### src/sv/epmd_pkg.sv
`timescale 1ns / 1ps

package epmd_pkg;

    // field widths
    localparam int TARGET_W   = 20;
    localparam int COUNT_W    = 16;
    localparam int TIME_W     = 32;
    localparam int GAIN_W     = 24;
    localparam int DUTY_W     = 7;
    localparam int VEL_W      = 32;
    localparam int POS_W      = 17;
    localparam int DP_W       = 18;
    localparam int ANGLE_W    = 22;
    localparam int ERR_W      = 23;
    localparam int MUL_A_W    = 33;
    localparam int MUL_B_W    = 26;
    localparam int PROD_W     = 59;
    localparam int NUM_W      = 58;
    localparam int QUO_W      = 42;
    localparam int CNT_W      = 6;
    localparam int PC_W       = 4;
    localparam int KM_SPLIT   = 20;
    localparam int CFG_IDX_W  = 2;

    // arithmetic constants
    localparam logic [63:0] ANGLE_K  = 64'd1646900;
    localparam logic [63:0] US_PER_S = 64'd1000000;
    localparam logic [63:0] KM       = ANGLE_K * US_PER_S;
    localparam logic [63:0] KM_HI    = KM >> KM_SPLIT;
    localparam logic [63:0] KM_LO    = KM & ((64'd1 << KM_SPLIT) - 64'd1);
    localparam logic [DUTY_W-1:0] DUTY_MAX = 7'd100;
    localparam logic [CNT_W-1:0] DIV_LAST_CNT = CNT_W'(QUO_W - 1);

    // register indexes and reset values
    localparam logic [CFG_IDX_W-1:0] REG_POSITION_GAIN  = 2'd0;
    localparam logic [CFG_IDX_W-1:0] REG_VELOCITY_GAIN  = 2'd1;
    localparam logic [CFG_IDX_W-1:0] REG_ENCODER_OFFSET = 2'd2;
    localparam logic [GAIN_W-1:0] POSITION_GAIN_RST = 24'd4172021;
    localparam logic [GAIN_W-1:0] VELOCITY_GAIN_RST = 24'd0;

    // microcode fields
    typedef enum logic [1:0] {
        A_POS,
        A_MAG,
        A_ERR,
        A_VEL
    } mul_a_t;

    typedef enum logic [2:0] {
        B_ANGLE_K,
        B_KM_HI,
        B_KM_LO,
        B_POS_GAIN,
        B_VEL_GAIN
    } mul_b_t;

    typedef enum logic [3:0] {
        OP_NOP,
        OP_ANGLE,
        OP_NUM_HI,
        OP_NUM_ADD,
        OP_DRIVE_LOAD,
        OP_DIV_INIT,
        OP_DIV_STEP,
        OP_VEL,
        OP_DRIVE_SUB,
        OP_EMIT
    } op_t;

    typedef enum logic {
        JMP_NONE,
        JMP_DIV_LOOP
    } jump_t;

    typedef struct packed {
        mul_a_t            a_sel;
        mul_b_t            b_sel;
        logic              mul_en;
        op_t               op;
        jump_t             jmp;
        logic [PC_W-1:0]   target;
    } ctrl_t;

    typedef struct packed {
        logic [DUTY_W-1:0]       duty;
        logic                    reverse;
        logic signed [VEL_W-1:0] velocity;
    } result_t;

    localparam logic [PC_W-1:0] PC_DIV_LOOP = 4'd6;

    // control store
    function automatic ctrl_t ucode(input logic [PC_W-1:0] pc);
        ctrl_t w;
        w.a_sel  = A_POS;
        w.b_sel  = B_ANGLE_K;
        w.mul_en = 1'b0;
        w.op     = OP_NOP;
        w.jmp    = JMP_NONE;
        w.target = '0;
        unique case (pc)
            4'd0:
            begin
                w.a_sel  = A_POS;
                w.b_sel  = B_ANGLE_K;
                w.mul_en = 1'b1;
            end
            4'd1:
            begin
                w.a_sel  = A_MAG;
                w.b_sel  = B_KM_HI;
                w.mul_en = 1'b1;
                w.op     = OP_ANGLE;
            end
            4'd2:
            begin
                w.a_sel  = A_MAG;
                w.b_sel  = B_KM_LO;
                w.mul_en = 1'b1;
                w.op     = OP_NUM_HI;
            end
            4'd3:
            begin
                w.a_sel  = A_ERR;
                w.b_sel  = B_POS_GAIN;
                w.mul_en = 1'b1;
                w.op     = OP_NUM_ADD;
            end
            4'd4:
            begin
                w.op = OP_DRIVE_LOAD;
            end
            4'd5:
            begin
                w.op = OP_DIV_INIT;
            end
            4'd6:
            begin
                w.op     = OP_DIV_STEP;
                w.jmp    = JMP_DIV_LOOP;
                w.target = PC_DIV_LOOP;
            end
            4'd7:
            begin
                w.op = OP_VEL;
            end
            4'd8:
            begin
                w.a_sel  = A_VEL;
                w.b_sel  = B_VEL_GAIN;
                w.mul_en = 1'b1;
            end
            4'd9:
            begin
                w.op = OP_DRIVE_SUB;
            end
            4'd10:
            begin
                w.op = OP_EMIT;
            end
            default:
            begin
                w.op = OP_EMIT;
            end
        endcase
        return w;
    endfunction

endpackage

### src/sv/epmd_seq.sv
`timescale 1ns / 1ps

module epmd_seq (
    input  logic              clk,
    input  logic              rst_n,
    input  logic              start,
    input  logic              stall,
    input  logic              div_last,
    output logic              busy,
    output epmd_pkg::ctrl_t   ctrl
);

    logic                          busy_reg;
    logic                          busy_next;
    logic [epmd_pkg::PC_W-1:0]     pc_reg;
    logic [epmd_pkg::PC_W-1:0]     pc_next;
    epmd_pkg::ctrl_t               word;

    // control store read, inert while idle
    always_comb
    begin
        word = epmd_pkg::ucode(pc_reg);
        if (!busy_reg)
        begin
            word.mul_en = 1'b0;
            word.op     = epmd_pkg::OP_NOP;
            word.jmp    = epmd_pkg::JMP_NONE;
        end
    end

    // step counter with conditional jump
    always_comb
    begin
        busy_next = busy_reg;
        pc_next   = pc_reg;
        if (!busy_reg)
        begin
            if (start)
            begin
                busy_next = 1'b1;
                pc_next   = '0;
            end
        end
        else if (!stall)
        begin
            if (word.op == epmd_pkg::OP_EMIT)
            begin
                busy_next = 1'b0;
                pc_next   = '0;
            end
            else if (word.jmp == epmd_pkg::JMP_DIV_LOOP && !div_last)
            begin
                pc_next = word.target;
            end
            else
            begin
                pc_next = pc_reg + epmd_pkg::PC_W'(1);
            end
        end
    end

    always_ff @(posedge clk or negedge rst_n)
    begin
        if (!rst_n)
        begin
            busy_reg <= 1'b0;
            pc_reg   <= '0;
        end
        else
        begin
            busy_reg <= busy_next;
            pc_reg   <= pc_next;
        end
    end

    assign busy = busy_reg;
    assign ctrl = word;

endmodule

### config.mk
export PLATFORM = sky130hd
export DESIGN_NAME = epmd_seq
export DESIGN_NICKNAME = d
export VERILOG_FILES = /design/src/sv/epmd_pkg.sv /design/src/sv/epmd_seq.sv
export SDC_FILE = /design/constraint.sdc
export NUM_CORES = 1
export LEC_CHECK = 0
export BUFFER_PORTS_ARGS = -buffer_cell sky130_fd_sc_hd__buf_4
export CAP_MARGIN = 20
export CORE_AREA = 2 2 39 41
export CTS_BUF_LIST = sky130_fd_sc_hd__clkbuf_8
export DETAILED_ROUTE_END_ITERATION = 16
export DIE_AREA = 0 0 41 43
export PLACE_DENSITY = 0.83
export SETUP_SLACK_MARGIN = 0.15
export SLEW_MARGIN = 20
export SYNTH_ARGS = -nofsm -noshare
export SYNTH_HDL_FRONTEND = slang
export SYNTH_SLANG_ARGS = --single-unit
### constraint.sdc
create_clock -name clk -period 2.38 [get_ports clk]
set_input_delay 0.238 -clock clk [delete_from_list [all_inputs] [get_ports clk]]
set_output_delay 0.238 -clock clk [all_outputs]
set_load 0.05 [all_outputs]
==> metrics.md, run 1 <==
| Metric | Value |
|---|---|
| Run status | `complete, no violations` |
| Layout Area Growth over Synthesis | `36.6%` |
| Post-synth top flop | `dfrtp_1` |
| Pre-antenna DRT Iters | `4` |
| Crit path time final | `2.14 ns` |
| Ant diodes | `0` |
| Cells after Synth | `66` |
| Clock Skews | `0.000558 ns` |
| Critical path data required time | `2.14 ns` |
| Final Hold Vio Count | `0` |
| Maximum fanout along the worst path | `8` |
| Synth area leaders | `dfrtp_1 (22%), ha_1 (8.8%), nor3_1 (5.3%)` |
| Seq/Total Area, Yosys | `0.221` |
| # DRC | `0` |
| Drt first-iter violations | `7` |
| Worst setup SP type | `flip-flop` |
| First-pass GRT wire length | `2100 um` |
| Number of synthesized register bits | `5` |
| Dominant cell type by area after synthesis | `dfrtp_1` |
| Setup violators final | `0` |
| Slew Viols, Final | `0` |
| Hold depth | `2` |
| Initial Utilization | `0.410` |
| Async S/R FF share, synth | `1.00` |
| CTS tree | `built` |
| Die width | `41 um` |
| Routability cong. | `0.801` |
| Skew-Pair Late Insertion Delay | `0.22 ns` |
| Critical Path Max Stage Delay | `0.53 ns` |
| Highest clock rate | `467 MHz` |
| All-Layer GR Usage | `0.177` |
| Total clock buffers created by CTS | `3` |
| Synth top area share | `0.221` |
| Root Buffer | `clkbuf_8` |
| CP arrival | `1.90 ns` |
| CP Class | `flip-flop to output port` |
| DR WL/cell | `12.6 um` |
| Setup Total Neg Slack | `0 ns` |
| Core area | `0.00138 sq mm` |
| Syn_area_per_cell | `8.59 sq um` |
| Nets | `95` |
| Clock slew at reported path FFs | `0.03 ns` |
| Row Count | `14` |
| Critical path capture point type | `output port` |
| Vias | `530` |
| Via/cell ratio | `5.25` |
| Final period util | `0.900` |
| Die ar. | `0.00176 sq mm` |
| Total Wirelength | `1280 um` |
| Max-cap violations | `0` |
| Yosys cell types | `33` |
| Final HPWL DP | `980 um` |
| Largest register FFs | `4` |
| Port buffer count | `18` |
| CTS max path bufs | `2` |
| CTS sink count | `5` |
| Vias in the first global route | `479` |
| EDFF count, synth | `0` |
| Synth Warn # | `0` |
| Die H | `43 um` |
| Slew HR | `0.618` |
| Largest net degree at the start of global routing | `18` |
| Reg2Reg Depth | `5` |
| Worst-path cell chain | `ha_1 > or4_4 > and3_2 > buf_4` |
| IO Pins | `21` |
| CTS H-tree depth | `1` |
| Antenna Nets Post-Route | `0` |
| Worst Tran Pin Value | `0.573 ns` |
| Hold Path Class | `primary input to flip-flop` |
| Fraction of layout cells with a size suffix above 1 | `0.494` |
| Netlist Area Pre-Place | `567 sq um` |
| Unrepaired setup endpoints after global routing | `no` |
| GRT overflow | `0` |
| Initial antenna violation count | `0` |
| Slowest CP cell | `or4_4` |
## per-stage QoR
step / std cells / util / worst slack [ns] / hold slack [ns] / cell area [sq um]
after global routing: 101 / 0.560 / 0.172 / 0.278 / 774
after floorplan: 67 / - / 0.164 / -0.0576 / 591
after global placement: 95 / 0.501 / 0.367 / 0.0410 / 693
after detailed placement: 95 / 0.501 / 0.324 / 0.0430 / 693
final: 101 / 0.560 / 0.239 / 0.268 / 774
after CTS: 100 / 0.542 / 0.205 / 0.268 / 751
## logic make-up (layout without fill, tap and decap cells)
family / after synthesis / after routing / share of synthesized area
fa+ha+maj: 4 / 4 / 0.0883
compound gates: 13 / 13 / 0.205
flops: 5 / 5 / 0.221
simple gates: 30 / 30 / 0.329
buf+inv: 12 / 30 / 0.132
mux: 1 / 1 / 0.0177
other cells: 1 / 2 / 0.00662
## cells in the final DEF, fill, tap and decap left out, types with 2 or more instances in the layout
cell type,netlist,layout
o21ai_0,2,2
buf_4,4,19
clkbuf_8,0,3
dfrtp_1,5,4
nand2_1,3,3
inv_1,6,6
nor2_1,8,7
and2b_2,2,2
nor3_1,6,5
ha_2,0,2
conb_1,1,2
and3_2,2,2
## cell usage after synthesis, drive strengths merged, types with 2 or more instances
master and instances:
inv 6, ha 4, and2 2, dfrtp 5
and2b 2, o21ai 2, nor2 8, buf 6
and3 2, nand2 3, nor3 6
## final timing paths
check,to,slack (ns),from
worst min-delay path,busy,0.27,start
worst min register to register,pc_reg[0],0.56,pc_reg[0]
min in group asynchronous,pc_reg[1],0.37,rst_n
worst max-delay path,ctrl[5],0.24,pc_reg[0]
max in group asynchronous,pc_reg[0],1.89,rst_n
worst max register to register,pc_reg[2],0.40,pc_reg[0]
## routing by layer
layer / wire, um / vias to the layer above / track usage
li1: - / 263 / -
met1: 528 / 250 / 0.205
met2: 662 / 14 / 0.288
met3: 59 / 3 / 0.0314
met4: 26 / 0 / 0.100
met5: 0 / - / 0
## layout make-up
| type | count | area (sq um) |
|---|---|---|
| repair buffers | 20 | 153 |
| clock inverters | 1 | 3.75 |
| flip-flops and latches | 5 | 126 |
| inverters | 6 | 22.5 |
| well taps | 16 | 20.0 |
| clock buffers | 3 | 41.3 |
| fillers | 135 | 609 |
| multi-input cells | 50 | 408 |
## repair_timing
action                                  4_1_cts  5_1_grt
setup buffers                                 0        1
endpoints found under the hold margin         5        0
hold buffers                                  1        0
gates resized for setup                       1        5
endpoints found under the setup margin        1        1
pin swaps                                     0        0
cloned                                        0        0
## worst max-delay path, delay by kind of cell, from the launching register on
kind	cells	cell delay, ns
flip-flops	1	0.44
AND/OR/NAND/NOR	2	0.74
adder cells (fa/ha/maj)	1	0.32
buffers and inverters	1	0.18
Power of run 1 is not shown: default switching activity piles up to over one toggle a cycle in this logic, so the estimate is an artifact.
==> run 2, diff against run 1 <==
- BUFFER_PORTS_ARGS: -buffer_cell sky130_fd_sc_hd__buf_4 -> not set
- DONT_BUFFER_PORTS: not set -> 1
- PLACE_DENSITY: 0.83 -> 0.69
==> run 2 against run 1 <==
Compared with the run above:
- critical path depth increased by 1
- highest routed layer is now met3
- hold slack lost 0.093 ns
- fmax is 0.65% higher
- clock skew about the same
==> metrics.md, run 2 (synthesis gave the netlist of run 1 again) <==
| Metric | Value |
|---|---|
| Critical path data required time | `2.14 ns (about the same)` |
| Die width | `41 um (unchanged)` |
| Hold Path Class | `primary input to flip-flop` |
| First-pass GRT wire length | `1660 um (-21%)` |
| Drt first-iter violations | `6 (-1)` |
| CP bufs+invs | `1 (unchanged)` |
| Slew Viols, Final | `0 (unchanged)` |
| RR Endpoint | `pc_reg[2]` |
| Fraction of layout cells with a size suffix above 1 | `0.373 (-0.121)` |
| Critical Path Source | `pc_reg[0]` |
| DR WL/cell | `11.5 um (-9.3%)` |
| CTS max path bufs | `2 (unchanged)` |
| Largest net degree at the start of global routing | `18 (unchanged)` |
| Worst Tran Pin Value | `0.536 ns (-0.0375 ns)` |
| Worst-path cell chain | `inv_1 > ha_1 > nor2_1 > or4_4 > and3_2` |
| Initial antenna violation count | `0 (unchanged)` |
| Layout Area Growth over Synthesis | `20.3%` |
| Initial Utilization | `0.410 (unchanged)` |
| Setup Total Neg Slack | `0 ns (unchanged)` |
| Unrepaired setup endpoints after global routing | `no` |
| Skew-Pair Late Insertion Delay | `0.22 ns (about the same)` |
| CP Class | `flip-flop to output port` |
| Total Wirelength | `1040 um (-18%)` |
| Crit-path leading delay family | `simple AND/OR/NAND/NOR gates` |
| Worst setup SP type | `flip-flop` |
| Maximum fanout along the worst path | `7 (-1)` |
| Setup crit end | `ctrl[5]` |
| Total clock buffers created by CTS | `3 (unchanged)` |
| Setup violators final | `0 (unchanged)` |
| Routability cong. | `0.829 (+3.5%)` |
| Most frequent cells in the layout | `buf_4 (9), inv_1 (7), nor2_1 (7)` |
| Hold WS | `0.175 ns (-0.0926 ns)` |
| Ant diodes | `0 (unchanged)` |
| Commonest non-fill, non-tap cell in the layout | `buf_4` |
| Nets | `85 (-11%)` |
| CP arrival | `1.89 ns (about the same)` |
| CTS H-tree depth | `1 (unchanged)` |
| Slowest CP cell | `or4_4` |
| Worst r2r src | `pc_reg[0]` |
| Via/cell ratio | `5.10 (-2.8%)` |
| Reg2Reg Depth | `7 (+2)` |
| Crit path time final | `2.13 ns (-0.0139 ns)` |
| Row Count | `14 (unchanged)` |
| Antenna Nets Post-Route | `0 (unchanged)` |
| Largest register FFs | `4 (unchanged)` |
| IO Pins | `21 (unchanged)` |
| Final Hold Vio Count | `0 (unchanged)` |
| Root Buffer | `clkbuf_8` |
| Final HPWL DP | `862 um (-12%)` |
| # DRC | `0 (unchanged)` |
| CTS tree | `built` |
| Final period util | `0.894 (-0.00584)` |
| Max-cap violations | `0 (unchanged)` |
| Port buffer count | `0 (-18)` |
| GRT overflow | `0 (unchanged)` |
| Critical Path Max Stage Delay | `0.44 ns (-0.09 ns)` |
| Clock Skews | `0.000529 ns (-0.0000290 ns)` |
| Crit path depth | `5 (+1)` |
| Vias in the first global route | `397 (-17%)` |
| Finished Cell Area | `682 sq um (-12%)` |
| Die ar. | `0.00176 sq mm (unchanged)` |
| Highest clock rate | `470 MHz (+0.65%)` |
| DP Area | `626 sq um (-9.7%)` |
| Die H | `43 um (unchanged)` |
| Vias | `464 (-12%)` |
| Slew HR | `0.643 (+0.0250)` |
| All-Layer GR Usage | `0.135 (-0.0425)` |
| Run status | `complete, no violations` |
| Critical path capture point type | `output port` |
| Core area | `0.00138 sq mm (unchanged)` |
| Pre-antenna DRT Iters | `4 (unchanged)` |
| R2r setup slk | `0.34 ns (-0.06 ns)` |
| CTS sink count | `5 (unchanged)` |
| Clock slew at reported path FFs | `0.03 ns (about the same)` |
-- run 2: area by class of cell --
| cell class | instances | area (sq um) |
|---|---|---|
| fillers | 145 | 702 |
| multi-input cells | 50 | 392 |
| flip-flops and latches | 5 | 125 |
| repair buffers | 10 | 77.6 |
| clock buffers | 3 | 41.3 |
| inverters | 6 | 22.5 |
| well taps | 16 | 20.0 |
| clock inverters | 1 | 3.75 |
-- run 2: stage by stage --
step | std cells | util | worst slack, ns
after floorplan | 67 | - | 0.164
after global placement | 86 | 0.452 | 0.387
after detailed placement | 86 | 0.452 | 0.340
after CTS | 91 | 0.492 | 0.174
after global routing | 91 | 0.493 | 0.182
final | 91 | 0.493 | 0.253
-- run 2: worst min-delay path by stage --
stage                from   endpoint  slack (ns)  depth (start not counted)
floorplan           rst_n       busy       -0.06                          0
global placement    rst_n  pc_reg[3]       -0.06                          0
detailed placement  rst_n  pc_reg[3]       -0.06                          0
CTS                 start       busy        0.18                          1
global route        start       busy        0.19                          1
finish              start       busy        0.18                          1
-- run 2: worst register-to-register path: cells and delay by family (launching register included) --
family                     cells  cell delay, ns
buffers and inverters          1            0.11
DFF                            1            0.43
AOI/OAI and AO/OA              3            0.61
adders and majority gates      1            0.27
and+or+nand+nor                2            0.55
-- run 2: timing repair --
item,in CTS,in global routing
setup endpoints to repair,0,1
hold endpoints to repair,5,0
hold buffers,1,0
gates resized for setup,0,1
setup buffers,0,0
-- run 2: metal layers --
metal | track usage | share of wire
met3 | 0.0157 | 0.048
met5 | 0 | 0
met1 | 0.195 | 0.48
met4 | 0.0600 | 0
met2 | 0.194 | 0.48
Power of run 2 is left out for the same reason.
